### src/hw/rtl/lljd_pkg.sv
`timescale 1ns / 1ps
// ----------------------------------------------------------------------------
// lljd_pkg
// Shared widths, defaults and controller states for the job dispatcher.
// ----------------------------------------------------------------------------
package lljd_pkg;

    localparam int MAX_MACHINES_DEF = 128;
    localparam int LOAD_W           = 32;
    localparam int JOB_W            = 15;
    localparam int MID_W            = 7;
    localparam int CFG_W            = 8;
    localparam int S_DATA_W         = 16;
    localparam int M_DATA_W         = 72;

    localparam logic [CFG_W-1:0] MACHINE_COUNT_RST = 8'd2;

    typedef enum logic [1:0] {
        ST_CLEAR,
        ST_IDLE,
        ST_SEARCH,
        ST_WRITE
    } lljd_state_t;

endpackage

### src/hw/rtl/lljd_ram.sv
`timescale 1ns / 1ps
// ----------------------------------------------------------------------------
// lljd_ram
// Single-port synchronous RAM with a registered read.
// ----------------------------------------------------------------------------
module lljd_ram #(
    parameter int WIDTH = 32,
    parameter int DEPTH = 128
) (
    input  logic                     clk,
    input  logic                     we,
    input  logic [$clog2(DEPTH)-1:0] addr,
    input  logic [WIDTH-1:0]         wdata,
    output logic [WIDTH-1:0]         rdata
);

    logic [WIDTH-1:0] mem [DEPTH];

    always_ff @(posedge clk)
    begin
        if (we)
        begin
            mem[addr] <= wdata;
        end
        rdata <= mem[addr];
    end

endmodule

### src/hw/rtl/least_loaded_job_dispatcher.sv
`timescale 1ns / 1ps
// ----------------------------------------------------------------------------
// least_loaded_job_dispatcher
// Greedy list scheduling: each job goes to the least loaded active machine.
// The load scan reads one machine load per cycle from the RAM for the active
//   machines, then the new load is written back and registered as the result.
// A first_job beat sweeps all MAX_MACHINES entries to zero, then takes machine 0.
// One job in flight at a time; the output register holds a result while the
//   next job is taken and scanned.
// After reset the load RAM is cleared, all MAX_MACHINES entries, with s_tready low.
// ----------------------------------------------------------------------------
module least_loaded_job_dispatcher #(
    parameter int MAX_MACHINES = lljd_pkg::MAX_MACHINES_DEF
) (
    input  logic                           clk,
    input  logic                           rst_n,
    input  logic                           s_tvalid,
    output logic                           s_tready,
    input  logic [lljd_pkg::S_DATA_W-1:0]  s_tdata,   // [14:0] job_time, [15] zero
    input  logic                           s_tuser,   // [0] first_job
    input  logic                           s_tlast,   // last_job
    output logic                           m_tvalid,
    input  logic                           m_tready,
    output logic [lljd_pkg::M_DATA_W-1:0]  m_tdata,   // [6:0] chosen_machine,
                                                      // [38:7] finish_time,
                                                      // [70:39] makespan, [71] zero
    output logic                           m_tlast,   // set_done
    input  logic                           cfg_valid,
    output logic                           cfg_ready,
    input  logic [lljd_pkg::CFG_W-1:0]     cfg_data   // machine_count
);

    import lljd_pkg::*;

    localparam int ADDR_W = $clog2(MAX_MACHINES);
    localparam int CNT_W  = $clog2(MAX_MACHINES + 1);
    localparam logic [ADDR_W-1:0] LAST_ADDR = ADDR_W'(MAX_MACHINES - 1);

    lljd_state_t        state_reg, state_next;
    logic [CFG_W-1:0]   mcount_reg, mcount_next;
    logic [ADDR_W-1:0]  clr_reg, clr_next;
    logic               pend_reg, pend_next;
    logic [CNT_W-1:0]   iss_reg, iss_next;
    logic               rv_reg, rv_next;
    logic [ADDR_W-1:0]  ridx_reg, ridx_next;
    logic [CNT_W-1:0]   cnt_reg, cnt_next;
    logic [JOB_W-1:0]   job_reg, job_next;
    logic               last_reg, last_next;
    logic [LOAD_W-1:0]  best_load_reg, best_load_next;
    logic [ADDR_W-1:0]  best_idx_reg, best_idx_next;
    logic [LOAD_W-1:0]  span_reg, span_next;
    logic               out_valid_reg, out_valid_next;
    logic [MID_W-1:0]   out_mach_reg, out_mach_next;
    logic [LOAD_W-1:0]  out_fin_reg, out_fin_next;
    logic [LOAD_W-1:0]  out_span_reg, out_span_next;
    logic               out_done_reg, out_done_next;

    logic               ram_we;
    logic [ADDR_W-1:0]  ram_addr;
    logic [LOAD_W-1:0]  ram_wdata;
    logic [LOAD_W-1:0]  ram_rdata;
    logic [CNT_W-1:0]   active_cnt;
    logic [LOAD_W:0]    sum;
    logic [LOAD_W-1:0]  new_load;

    lljd_ram #(
        .WIDTH (LOAD_W),
        .DEPTH (MAX_MACHINES)
    ) u_load_ram (
        .clk   (clk),
        .we    (ram_we),
        .addr  (ram_addr),
        .wdata (ram_wdata),
        .rdata (ram_rdata)
    );

    // zero -> one machine, above MAX_MACHINES -> MAX_MACHINES
    always_comb
    begin
        if (mcount_reg == '0)
        begin
            active_cnt = CNT_W'(1);
        end
        else if (32'(mcount_reg) > 32'(MAX_MACHINES))
        begin
            active_cnt = CNT_W'(MAX_MACHINES);
        end
        else
        begin
            active_cnt = CNT_W'(mcount_reg);
        end
    end

    assign sum      = {1'b0, best_load_reg} + (LOAD_W + 1)'(job_reg);
    assign new_load = sum[LOAD_W] ? '1 : sum[LOAD_W-1:0];

    assign cfg_ready   = 1'b1;
    assign mcount_next = (cfg_valid) ? cfg_data : mcount_reg;

    always_comb
    begin
        state_next     = state_reg;
        clr_next       = clr_reg;
        pend_next      = pend_reg;
        iss_next       = iss_reg;
        rv_next        = rv_reg;
        ridx_next      = ridx_reg;
        cnt_next       = cnt_reg;
        job_next       = job_reg;
        last_next      = last_reg;
        best_load_next = best_load_reg;
        best_idx_next  = best_idx_reg;
        span_next      = span_reg;
        out_valid_next = out_valid_reg;
        out_mach_next  = out_mach_reg;
        out_fin_next   = out_fin_reg;
        out_span_next  = out_span_reg;
        out_done_next  = out_done_reg;
        ram_we         = 1'b0;
        ram_addr       = iss_reg[ADDR_W-1:0];
        ram_wdata      = '0;
        s_tready       = 1'b0;

        if (out_valid_reg && m_tready)
        begin
            out_valid_next = 1'b0;
        end

        unique case (state_reg)
            ST_CLEAR:
            begin
                ram_we    = 1'b1;
                ram_addr  = clr_reg;
                ram_wdata = '0;
                if (clr_reg == LAST_ADDR)
                begin
                    clr_next   = '0;
                    state_next = pend_reg ? ST_WRITE : ST_IDLE;
                end
                else
                begin
                    clr_next = clr_reg + 1'b1;
                end
            end

            ST_IDLE:
            begin
                s_tready = 1'b1;
                if (s_tvalid)
                begin
                    job_next       = s_tdata[JOB_W-1:0];
                    last_next      = s_tlast;
                    cnt_next       = active_cnt;
                    best_load_next = '0;
                    best_idx_next  = '0;
                    pend_next      = 1'b1;
                    iss_next       = '0;
                    rv_next        = 1'b0;
                    if (s_tuser)
                    begin
                        span_next  = '0;
                        clr_next   = '0;
                        state_next = ST_CLEAR;
                    end
                    else
                    begin
                        state_next = ST_SEARCH;
                    end
                end
            end

            ST_SEARCH:
            begin
                // ties keep the lower index: strict less-than only
                if (rv_reg && ((ridx_reg == '0) || (ram_rdata < best_load_reg)))
                begin
                    best_load_next = ram_rdata;
                    best_idx_next  = ridx_reg;
                end
                if (iss_reg < cnt_reg)
                begin
                    ram_addr  = iss_reg[ADDR_W-1:0];
                    iss_next  = iss_reg + 1'b1;
                    rv_next   = 1'b1;
                    ridx_next = iss_reg[ADDR_W-1:0];
                end
                else
                begin
                    rv_next = 1'b0;
                    if (!rv_reg)
                    begin
                        state_next = ST_WRITE;
                    end
                end
            end

            ST_WRITE:
            begin
                if (!out_valid_reg || m_tready)
                begin
                    ram_we         = 1'b1;
                    ram_addr       = best_idx_reg;
                    ram_wdata      = new_load;
                    span_next      = (new_load > span_reg) ? new_load : span_reg;
                    out_valid_next = 1'b1;
                    out_mach_next  = MID_W'(best_idx_reg);
                    out_fin_next   = new_load;
                    out_span_next  = (new_load > span_reg) ? new_load : span_reg;
                    out_done_next  = last_reg;
                    pend_next      = 1'b0;
                    state_next     = ST_IDLE;
                end
            end
        endcase
    end

    always_ff @(posedge clk or negedge rst_n)
    begin
        if (!rst_n)
        begin
            state_reg     <= ST_CLEAR;
            mcount_reg    <= MACHINE_COUNT_RST;
            clr_reg       <= '0;
            pend_reg      <= 1'b0;
            iss_reg       <= '0;
            rv_reg        <= 1'b0;
            span_reg      <= '0;
            out_valid_reg <= 1'b0;
        end
        else
        begin
            state_reg     <= state_next;
            mcount_reg    <= mcount_next;
            clr_reg       <= clr_next;
            pend_reg      <= pend_next;
            iss_reg       <= iss_next;
            rv_reg        <= rv_next;
            span_reg      <= span_next;
            out_valid_reg <= out_valid_next;
        end
    end

    always_ff @(posedge clk)
    begin
        ridx_reg      <= ridx_next;
        cnt_reg       <= cnt_next;
        job_reg       <= job_next;
        last_reg      <= last_next;
        best_load_reg <= best_load_next;
        best_idx_reg  <= best_idx_next;
        out_mach_reg  <= out_mach_next;
        out_fin_reg   <= out_fin_next;
        out_span_reg  <= out_span_next;
        out_done_reg  <= out_done_next;
    end

    assign m_tvalid = out_valid_reg;
    assign m_tdata  = {1'b0, out_span_reg, out_fin_reg, out_mach_reg};
    assign m_tlast  = out_done_reg;

endmodule

### config.mk
export PLATFORM = sky130hd
export DESIGN_NAME = least_loaded_job_dispatcher
export DESIGN_NICKNAME = d
export VERILOG_FILES = /design/src/hw/rtl/lljd_pkg.sv /design/src/hw/rtl/lljd_ram.sv /design/src/hw/rtl/least_loaded_job_dispatcher.sv
export SDC_FILE = /design/constraint.sdc
export NUM_CORES = 2
export LEC_CHECK = 0
export BUFFER_PORTS_ARGS = -buffer_cell sky130_fd_sc_hd__buf_2
export CORE_ASPECT_RATIO = 1.75
export CORE_UTILIZATION = 25
export CTS_CLUSTER_DIAMETER = 120
export CTS_CLUSTER_SIZE = 20
export DETAILED_ROUTE_END_ITERATION = 10
export PLACE_DENSITY = 0.4
export SETUP_SLACK_MARGIN = 0.05
export SKIP_LAST_GASP = 1
export SYNTH_ARGS = -nofsm -noshare
export SYNTH_HDL_FRONTEND = slang
export SYNTH_SLANG_ARGS = --single-unit
### constraint.sdc
create_clock -name clk -period 8.3 [get_ports clk]
set_input_delay 1.66 -clock clk [delete_from_list [all_inputs] [get_ports clk]]
set_output_delay 1.66 -clock clk [all_outputs]
set_load 0.03 [all_outputs]
# == Yosys cells after proc, flatten, opt, wreduce, memory -nomap -nowiden ==
# Memories as Yosys holds them, arrays and structs flattened. A register that Yosys moved wholly into a read port is not among the register bits.
# Index checks and enable logic that the tools add are counted.
# word_totals
mem_count,1
in_bits,31
ram_bits,4096
regBits,202
elab_cells,107
# op_classes
addsub,3
eq_ne,12
n_reduce_logical,22
muxes,46
order_cmp,4
# memory_table
name,words,width,rd,rd_clocked_by_memory_dff,write_ports,line,source
u_load_ram.mem,128,32,1,1,1,lljd_ram.sv:17,logic [WIDTH-1:0] mem [DEPTH];
# ops
op,n
two-way mux 32 bit,9
case mux 32 bit (2 select lines),2
two-way mux 7 bit,6
case mux 7 bit (2 select lines),3
adder 32 x 15 -> 33 bit,1
greater-than comparator 32 bit,1
< comparator 32 bit,1
two-way mux 8 bit,3
"inequality test 2 bit, second input constant",8
case mux 8 bit (2 select lines),1
two-way mux 2 bit,7
AND reduction 3 bit,4
two-way mux 1 bit,11
"adder 8 x 1 -> 8 bit, second input constant",1
"greater-than comparator 8 bit, second input constant",1
zero test 8 bit,1
< comparator 8 bit,1
case mux 2 bit (4 select lines),1
AND reduction 2 bit,4
"adder 7 x 1 -> 7 bit, second input constant",1
"== test 7 bit, second input constant",1
zero test 7 bit,1
case mux 1 bit (2 select lines),3
nonzero test 2 bit,3
other kinds (9),12

# == Logic depth before layout (Yosys ltp) ==
# logic_depth
word_depth,6
ltp_mapped,25
depth_no_buf,21

# == Modules after synthesis ==
# From an unflattened synthesis, not the netlist that was laid out.
# hier_totals
cells_unflattened,10012
area_unflattened_um2,168492.8
# modules_own_cells
module,cells_each,n_inst,area_each_um2
lljd_ram,8954,1,157257.1
least_loaded_job_dispatcher,1058,1,11235.8

# == Worst setup path before layout ==
# OpenSTA, ideal clock, no wires.
# synth_timing
kind,flip-flop to flip-flop
from,reg best_load_reg[0]
to,mem u_load_ram.mem[0][14] (data pin)
setup_slack_ps,1340
setup_time_ps,891
t_arrival_ps,6069
period_less_slack_ps,6960
stages_incl_launch_ff,14
cell_sequence,edfxtp_1 ha_1 inv_1 fa_1 nor2b_1 o21a_1 o21ai_0 a211oi_1 o31ai_1 or3_1 buf_2 clkbuf_1 buf_1 a21oi_1
# synth_between
elab_chain_len,4
# synth_lines
element,line,source
"start, declared",least_loaded_job_dispatcher.sv:49,"logic [LOAD_W-1:0] best_load_reg, best_load_next;"
"start signal, assigned",least_loaded_job_dispatcher.sv:249,best_load_reg <= best_load_next;
adder 32 x 15 -> 33 bit,least_loaded_job_dispatcher.sv:94,"assign sum = {1'b0, best_load_reg} + (LOAD_W + 1)'(job_reg);"
two-way mux 32 bit,least_loaded_job_dispatcher.sv:95,assign new_load = sum[LOAD_W] ? '1 : sum[LOAD_W-1:0];
two-way mux 32 bit,least_loaded_job_dispatcher.sv:199,if (!out_valid_reg || m_tready)
two-way mux 32 bit,least_loaded_job_dispatcher.sv:129,unique case (state_reg)
via ram_wdata[14],least_loaded_job_dispatcher.sv:60,logic [LOAD_W-1:0] ram_wdata;
"end, declared",lljd_ram.sv:17,
# The timed path passes the listed nets, and every way through them passes these cells.

# == Worst setup path after layout ==
# layout_timing
from,reg state_reg[0]
to,reg u_load_ram.rdata[25] (read register of u_load_ram.mem)
# layout_between
elab_chain_len,2
word_cells_on_any_way,3
cone_classes,eq/ne: 1; mux: 1; reduce/logical: 1
# layout_lines
element,line,source
"start, declared",least_loaded_job_dispatcher.sv:39,"lljd_state_t state_reg, state_next;"
"start signal, assigned",least_loaded_job_dispatcher.sv:232,state_reg <= state_next;
== test 2 bit or zero test 2 bit (tied branches),least_loaded_job_dispatcher.sv:129,
case mux 7 bit (2 select lines) *,least_loaded_job_dispatcher.sv:129,
"end, declared",lljd_ram.sv:14,output logic [WIDTH-1:0] rdata
# Every way passes the cells marked *; elsewhere a longest branch is shown, timed or not.
# A chain may end at the register's enable or synchronous reset.

==> out/metrics.cfg <==
[outcome]
status=complete, but fails checks
violations=capacitance limit, slew limit

[routing]
ant_nets=0
dr.pass1.iters=6
vias=93830
drc=0
totalWireLength_mm=585.2
via_per_inst=4.735
drtIter0Drc=7965
wl_per_cell_um=29.54

[power_and_ir_drop]
power_frac_seq=0.444
internal_power_uw=38210
power_density_nw_per_um2=318.1
p_switching_uw=22460
combinationalPowerShare=0.351
clkPwrFrac=0.205
swShare=0.3702
ir_drop_v=0.0002926
p_leak_uw=0.06829

[sta]
worstMarginPinSlew_ns=1.548
drv_slew=21
layout_min_cycle_time_ns=6.267
skew_ns=0.05468
slew_headroom=-0.03232
setup_viol=0
fin_ws_ns=2.033
post-route-period-util=0.7551
grt_setup_unrepaired=no
hold_violations=0
setup_tns_ns=0
fmaxAchievable_ghz=0.1596

[layout]
drive_gt1_frac=0.1108
fin_util=0.2842
fin_area_um2=190800
area_growth_pct=13.21
layout_common_cells=edfxtp_1 (4238), mux2i_1 (1409), nand2_1 (1386)
seq_area_um2=129400
final_cells=19810
fin_nets=11040
largest_reg_flops=4096
multi_input_area_um2=38040
top_register=u_load_ram.mem
n_fill_cell=67010
final_common_cell=edfxtp_1

[global_routing]
grt_start_max_net_pins=152
grt-ovfl-total=0
antenna_found_initial=31
grt_pass1_wl_mm=791.6
grtUsageTotal=0.1669
grt_pass1_vias=94180

[synth]
yosysUniqueCellTypes=68
synthArstFlopShare=0.01386
synth_flop_cell=edfxtp_1
ys_warn_count=0
synth_seq_cells=4330
synth_largest_area_cell=edfxtp_1
synth_top_cell_area_share=0.7552
postSynthNetCount=10740
avgSynthCellArea_um2=15.87
yosysSeqAreaShare=0.7679
ys_top_cells_by_area=edfxtp_1 (76%), mux2i_1 (8.4%), nand2_1 (3.1%)
synth_edf_count=4238
synth_area_um2=168500
synth_cells=10620

[critical_path]
critical_path_class=flip-flop to flip-flop
startpoint=state_reg[0]
end_kind=flip-flop
worstReg2RegStart=state_reg[0]
cp_max_fo=37
max_stage_delay_ns=1.03
path_cells=ha_1 > and3b_1 > o21ai_0 > o21a_4 > buf_12 > buf_4 > buf_4 > mux2i_1 > o22ai_1 > o21ai_0 > nand4_1 > nor2_1 > nand4_1
start_kind=flip-flop
required_ns=9.15
crit_slowest_cell=o21a_4
arrival_ns=7.11

[cts]
cts_resized=0
clkTransAtPathRegs_ns=0.09
ctsHoldBuffers=0
root_buffer=clkbuf_16
cts_made_buffers=238
cts_sinks=4330
cts_setup_buffers=0
insertion_delay_ns=0.98
h-tree-depth=4
cts_buffer_depth=4
cts_tree=yes

[run]
cap_violations=1

[worst_hold_path]
min-delay-start=last_reg
hp-class=flip-flop to flip-flop

[placed_design]
dpl-instance-area_um2=184300
dpl.hpwl_mm=366.9
place_ws_ns=1.322
placedCellCount=19480
port_buffers=103
gp_routability_congestion=0.8108

[die]
core_area_um2=671300
die_w_um=622.6
dieHeight_mm=1.088
ios=107
dieArea_um2=677500
start_util=0.2510
rows=398

[through the flow]
| stage | power, µW | hold WS [ns] |
|---|---|---|
| 3_3_place_gp | 48980 | 0.4042 |
| 6_report | 60670 | 0.4177 |
| 4_1_cts | 61550 | 0.4396 |
| 3_5_place_dp | 49210 | 0.4299 |
| 5_1_grt | 62890 | 0.4584 |
| 2_1_floorplan | 39130 | 0.4003 |
[synth_stat cells (31+ instances only)]
master    instances
edfxtp_1       4238
mux2i_1        1409
nand2_1        1397
a21oi_1         699
o22ai_1         640
clkbuf_1        392
o21ai_0         337
nor2_1          218
buf_2           161
nand4_1         116
nor4_1          104
ha_1             92
inv_1            91
o221ai_1         69
or4_1            65
and2_1           64
dfrtp_1          59
buf_1            46
a21o_1           35
o41ai_1          34
dfxtp_1          32
o22a_1           32
o21ai_1          31
[worst max-delay path: cells and delay by family (launching register included)]
kind                     cells  cell delay (ns)
AO/OA/AOI/OAI                4             1.79
AND/OR/NAND/NOR              4             1.65
adder cells (fa/ha/maj)      1             0.52
buffers and inverters        3             1.30
multiplexers                 1             0.24
flip-flops                   1             0.43
[worst paths after layout]
path,slack [ns],cells past startpoint,endpoint
worst max-delay path,2.03,13,u_load_ram.rdata[25]
worst min-delay path,0.42,0,m_tlast
worst max register to register,2.03,13,u_load_ram.rdata[25]
worst min register to register,0.42,0,m_tlast
max in group asynchronous,6.92,1,mcount_reg[7]
min in group asynchronous,0.79,1,span_reg[9]
[cells by family after synthesis]
family,Yosys count,synth area share
xor gates and xnor gates,21,0.001091
buffers and inverters,705,0.01728
muxes,1429,0.08503
other,2,0.00004457
DFF,4330,0.7679
AOI/OAI and AO/OA,1964,0.06832
and+or+nand+nor,2072,0.05336
adders and majority gates,93,0.006950
[power by group through the flow]
stage / clock [µW] / sequential, µW / combinational (µW)
2_1_floorplan: 0 / 27900 / 11300
3_3_place_gp: 0 / 27400 / 21600
3_5_place_dp: 0 / 27400 / 21800
4_1_cts: 12800 / 26900 / 21800
5_1_grt: 13400 / 27000 / 22500
6_report: 12400 / 26900 / 21300
[routing by layer]
layer / track usage / vias up / wire length [µm]
li1: - / 41480 / -
met1: 0.1802 / 49510 / 211600
met2: 0.3248 / 2222 / 320700
met3: 0.01130 / 618 / 19110
met4: 0.08390 / 2 / 33840
met5: 0 / - / 7
[area by class of cell]
| class | count | area share |
|---|---|---|
| multi-input cells | 5581 | 0.1994 |
| clock inverters | 8 | 0.0007149 |
| well taps | 8800 | 0.05772 |
| flip-flops and latches | 4330 | 0.6783 |
| inverters | 91 | 0.001797 |
| clock buffers | 303 | 0.03283 |
| repair buffers | 676 | 0.02887 |
| diodes | 25 | 0.0003279 |
Note: power is estimated with default switching activity, not from simulation.
